## src/rtl/pbf_pkg.sv

```systemverilog
// ----------------------------------------------------------------------------
// pbf_pkg: shared types and helpers for the path bezier flattener
// Command codes, the job record passed from front to back, and saturation.
// ----------------------------------------------------------------------------
package pbf_pkg;

  localparam int unsigned CoordW = 32;

  localparam logic [3:0] MODE_MOVE   = 4'd0;
  localparam logic [3:0] MODE_LINE   = 4'd1;
  localparam logic [3:0] MODE_HLINE  = 4'd2;
  localparam logic [3:0] MODE_VLINE  = 4'd3;
  localparam logic [3:0] MODE_CUBIC  = 4'd4;
  localparam logic [3:0] MODE_QUAD   = 4'd5;
  localparam logic [3:0] MODE_SCUBIC = 4'd6;
  localparam logic [3:0] MODE_SQUAD  = 4'd7;
  localparam logic [3:0] MODE_CLOSE  = 4'd8;

  typedef logic signed [CoordW-1:0] coord_t;

  // Work for the back end: a curve (cubic or quadratic) or one or two points.
  typedef struct packed {
    logic [3:0][CoordW-1:0] px;
    logic [3:0][CoordW-1:0] py;
    logic                   is_curve;
    logic                   is_quad;
    logic                   two_pts;
  } job_t;

  // Clamp a wide sum to the signed 32-bit range.
  function automatic coord_t sat32(input logic signed [CoordW+1:0] v);
    coord_t r;
    if (v > $signed({{2{1'b0}}, 1'b0, {(CoordW-1){1'b1}}})) begin
      r = {1'b0, {(CoordW-1){1'b1}}};
    end else if (v < $signed({{2{1'b1}}, 1'b1, {(CoordW-1){1'b0}}})) begin
      r = {1'b1, {(CoordW-1){1'b0}}};
    end else begin
      r = v[CoordW-1:0];
    end
    return r;
  endfunction

endpackage

```

## src/rtl/pbf_queue.sv

```systemverilog
// ----------------------------------------------------------------------------
// pbf_queue: two-entry job queue
// Decouples command decode from point generation.
// ----------------------------------------------------------------------------
module pbf_queue (
  input  logic          clk_i,
  input  logic          rst_ni,
  input  logic          push_i,
  input  pbf_pkg::job_t push_data_i,
  output logic          full_o,
  input  logic          pop_i,
  output logic          valid_o,
  output pbf_pkg::job_t data_o
);
  pbf_pkg::job_t mem_q [2];
  logic          wr_q, wr_d, rd_q, rd_d;
  logic [1:0]    cnt_q, cnt_d;

  assign full_o  = cnt_q == 2'd2;
  assign valid_o = cnt_q != 2'd0;
  assign data_o  = mem_q[rd_q];

  always_comb begin
    wr_d  = wr_q ^ push_i;
    rd_d  = rd_q ^ pop_i;
    cnt_d = cnt_q + {1'b0, push_i} - {1'b0, pop_i};
  end

  always_ff @(posedge clk_i or negedge rst_ni) begin
    if (!rst_ni) begin
      wr_q  <= 1'b0;
      rd_q  <= 1'b0;
      cnt_q <= 2'd0;
    end else begin
      wr_q  <= wr_d;
      rd_q  <= rd_d;
      cnt_q <= cnt_d;
    end
  end

  always_ff @(posedge clk_i) begin
    if (push_i) begin
      mem_q[wr_q] <= push_data_i;
    end
  end

endmodule

```

## config.mk

```make
export PLATFORM = sky130hd
export DESIGN_NAME = pbf_queue
export DESIGN_NICKNAME = d
export VERILOG_FILES = /design/src/rtl/pbf_pkg.sv /design/src/rtl/pbf_queue.sv
export SDC_FILE = /design/constraint.sdc
export NUM_CORES = 1
export LEC_CHECK = 0
export BUFFER_PORTS_ARGS = -buffer_cell sky130_fd_sc_hd__buf_2
export CAP_MARGIN = 0
export CORE_ASPECT_RATIO = 1.1
export CORE_MARGIN = 4
export CORE_UTILIZATION = 50
export CTS_BUF_LIST = sky130_fd_sc_hd__clkbuf_8 sky130_fd_sc_hd__clkbuf_16
export DETAILED_ROUTE_END_ITERATION = 10
export GPL_ROUTABILITY_DRIVEN = 1
export GPL_TIMING_DRIVEN = 0
export HOLD_SLACK_MARGIN = 0.12
export PLACE_DENSITY = 0.73
export RECOVER_POWER = 50
export SLEW_MARGIN = 20
export SYNTH_ARGS = -nofsm -noshare
export SYNTH_HDL_FRONTEND = slang
export SYNTH_SLANG_ARGS = --single-unit
```

## constraint.sdc

```tcl
create_clock -name clk_i -period 19.8 [get_ports clk_i]
set_input_delay 0.99 -clock clk_i [delete_from_list [all_inputs] [get_ports clk_i]]
set_output_delay 0.99 -clock clk_i [all_outputs]
set_load 0.01 [all_outputs]
```

Word-level counts from Yosys, hierarchy flattened
Memory sizes are Yosys's and may differ from the RTL's.
Cells that the tools add are included.
{"block": "totals", "romBits": 0, "regBits": 4, "output_inout_bits": 261, "memories": 1, "ram_bits": 518, "latchBits": 0, "in_bits": 263}
{"block": "classes", "reduce_logical": 1, "n_div": 0, "addsub": 2, "magnitude_cmp": 0, "multipliers": 0, "n_bitwise": 2, "n_eq_ne": 1, "mux": 2, "n_shift": 0}
{"memory": "mem_q", "words": 2, "width": 259, "rd": 1, "rd_clocked_by_memory_dff": 0, "write_ports": 1, "line_no": "pbf_queue.sv:15", "source": "pbf_pkg::job_t mem_q [2];"}
{"cell": "adder 2 x 1 -> 2 bit", "count": 1}
{"cell": "equality test 2 bit, second input constant", "count": 1}
{"cell": "two-way mux 1 bit", "count": 2}
{"cell": "nonzero test 2 bit", "count": 1}
{"cell": "subtractor 2 x 1 -> 2 bit", "count": 1}
{"cell": "bitwise XOR 1 bit", "count": 2}

Logic depth before layout (Yosys ltp)
{"block": "depth", "ltp_word": 2, "depth_mapped": 5, "depth_no_buf": 5}

Worst setup path before layout
OpenSTA, ideal clock, no wires.
{"block": "synth_timing", "kind": "input to register", "startpoint": "in push_i", "endpoint": "mem mem_q[0][0] (netlist name), enable pin", "n_path_buf": 0, "setup_ns": 0.655, "stages": 1, "arrival_ns": 6.954, "t_required_ns": 19.145, "slack_ns": 12.191, "cell_sequence": "ha_1"}
{"block": "synth_via", "elab_chain_cells": 2}
{"element": "start: declaration", "line_no": "pbf_queue.sv:8", "source": "input logic push_i,"}
{"element": "two-way mux 1 bit", "line_no": "pbf_queue.sv:42", "source": "if (push_i) begin"}
{"element": "two-way mux 1 bit (implied by the code)", "line_no": "pbf_queue.sv:43", "source": "mem_q[wr_q] <= push_data_i;"}
{"element": "end: declaration", "line_no": "pbf_queue.sv:15"}
No other way between the ends.

Worst setup path after layout
{"block": "layout_timing", "startpoint": "in push_i", "endpoint": "mem mem_q[0][99] (netlist name), enable pin"}
Same word-level chain as after synthesis.

==> results_dict.tcl <==
set metrics [dict create \
    status "complete, but fails checks" \
    violations "capacitance limit, slew limit" \
    max_cap_violations 6 \
    cp.required_ps 20030 \
    ys_ff_latch 522 \
    syn_area_per_cell_sq_um 24.0 \
    place_ws_ps 17300 \
    antenna_left 0 \
    grt_pass1_wl_mm 62.0 \
    crit_fanout 51 \
    cts_hold_buf 0 \
    fmax_mhz 251 \
    period_needed_ps 3980 \
    numPortBuffers 523 \
    final_common_cell "edfxtp_1" \
    critical_path.endpoint_type "flop" \
    cts_buffers 51 \
    r2r_cells 4 \
    grt-ovfl-total 0 \
    yosys_warnings 0 \
    hold_path_class "input port to asynchronous set/reset pin" \
    area_growth_pct 24.5 \
    fin_area_sq_um 24600 \
    dp_hpwl_mm 30.7 \
    rows 76 \
    worst_slack_ps 15820 \
    finalSetupViolCount 0 \
    htree_num_levels 2 \
    rsz0062_at_grt "false" \
    dieArea_sq_um 42700 \
    final_max_slew_viol_count 300 \
    crit_path_start_kind "input port" \
    grt_use_total_pct 19.4 \
    worstSkewPairLatency_ps 580 \
    postCtsSetupBuffers 0 \
    path_class "input port to flop" \
    via_count 9861 \
    crit-reg2reg-launch "wr_q" \
    antenna_found_initial 16 \
    drc 0 \
    crit_arrival_ps 4220 \
    cts_tree "done" \
    start_util_pct 50.5 \
    n_fill_cell 2842 \
    finalCoreUtilization_pct 62.8 \
    endpoint "mem_q[0][99]" \
    ctsResizeCount 0 \
    final_cell_mix "edfxtp_1 (518), buf_2 (402), mux2_4 (200), clkbuf_1 (131), mux2_2 (59)" \
    grt_max_degree 54 \
    totalWireLength_mm 42.8 \
    cts.clk_slew.worst_paths_ps 70 \
    slew_headroom_pct -102 \
    tightest_slew_ps 3030 \
    leakagePower_nw 9.60 \
    setup_tns_ps 0 \
    syn_nets 1089 \
    p_per_area_nw_per_um2 147 \
    firstDrtPassIters 4 \
    syn_area_sq_um 19700 \
    cts_buffer_depth 3 \
    ios 524 \
    dr.first_iter.drc_count 469 \
    dpl_cell_area_sq_um 23300 \
    r2r_setup_slack_ps 16000 \
    core_area_sq_um 39100 \
    die_w_microns 197 \
    vias_per_cell 5.02 \
    drive_above_1_share_pct 52.6 \
    multi_input_area_sq_um 3760 \
    syn_inst 822 \
    hold_viol_final 0 \
    seq_area_sq_um 15700 \
    peakVddDrop_v 0.000100 \
    die-height_microns 216 \
    grt_pass1_vias 10700 \
    wl_per_cell_microns 21.8 \
    synth.distinct_cells 12 \
    worstReg2RegEnd "mem_q[0][99]" \
    fin_crit_sh_pct 20.1 \
    place_congestion 0.743 \
    cts-root-buf "clkbuf_16" \
    synth-seq-area-share_pct 79.4 \
    critPathLaunch "push_i" \
    clock-sinks 522 \
    skew_ps 18.3 \
    nets 1675 \
]
-- where the power goes --
| part | internal (mW) | switching, mW | leakage [nW] |
|---|---|---|---|
| Clock | 0.521 | 0.386 | 0.815 |
| Combinational | 0.575 | 0.606 | 3.88 |
| Sequential | 1.48 | 0.0470 | 4.91 |
-- through the flow --
| stage | hold slack (ps) | power, mW | instances |
|---|---|---|---|
| after detailed placement | 632 | 2.77 | 1862 |
| after floorplan | 575 | 2.36 | 822 |
| after CTS | 158 | 3.68 | 1953 |
| final | 235 | 3.61 | 1964 |
| after global routing | 210 | 3.78 | 1962 |
| after global placement | 592 | 2.81 | 1852 |
-- synth_stat cells --
master,instances,share of area [%]
mux2_2,59,3.4
ha_1,4,0.25
xor2_1,1,0.044
nor2b_1,1,0.032
or2_2,1,0.032
dfrtp_1,4,0.51
buf_6,23,1.3
inv_1,4,0.076
mux2_4,200,15
buf_2,6,0.15
xor3_1,1,0.12
edfxtp_1,518,79
-- layout make-up --
type / count / share of cell area [%]
clock buffer: 53 / 5.40
inverter: 4 / 0.0611
timing repair buffer: 533 / 10.6
tap: 507 / 2.58
antenna: 11 / 0.112
clock inverter: 38 / 1.03
buffer: 29 / 1.17
sequential: 522 / 63.8
multi-input combinational: 267 / 15.3
-- worst min path at each step --
| stage | end | depth (start not counted) | startpoint | slack, ps |
|---|---|---|---|---|
| 4_1_cts | wr_q | 1 | rst_ni | 160 |
| 3_5_place_dp | cnt_q[1] | 1 | cnt_q[1] | 630 |
| 5_1_grt | wr_q | 1 | rst_ni | 210 |
| 2_1_floorplan | cnt_q[1] | 1 | cnt_q[1] | 570 |
| 3_3_place_gp | cnt_q[1] | 1 | cnt_q[1] | 590 |
| 6_report | wr_q | 1 | rst_ni | 240 |
-- flip-flops by register name (all words and copies together) (netlist names) --
signal  flops
cnt_q       2
mem_q     518
rd_q        1
wr_q        1
-- logic make-up after synthesis --
logic type,count (synthesis),synth area share [%]
multiplexers,259,18.6
XOR/XNOR,2,0.165
adder cells (fa/ha/maj),4,0.254
flip-flops,522,79.4
buffers and inverters,33,1.54
AND/OR/NAND/NOR,2,0.0635
-- critical path: stages --
cell	delay, ps
clkbuf_1	160
ha_1	510
clkbuf_1	2190
buf_16	310
-- metal layers --
layer	GRT usage (%)	vias to the layer above	share of wire (%)
met4	7.91	12	3.8
met2	34.7	409	53
met1	20.3	4852	34
met5	0	-	0.16
li1	-	4485	-
met3	7.48	103	9.3
No activity file was read; power rests on OpenSTA's default activity.
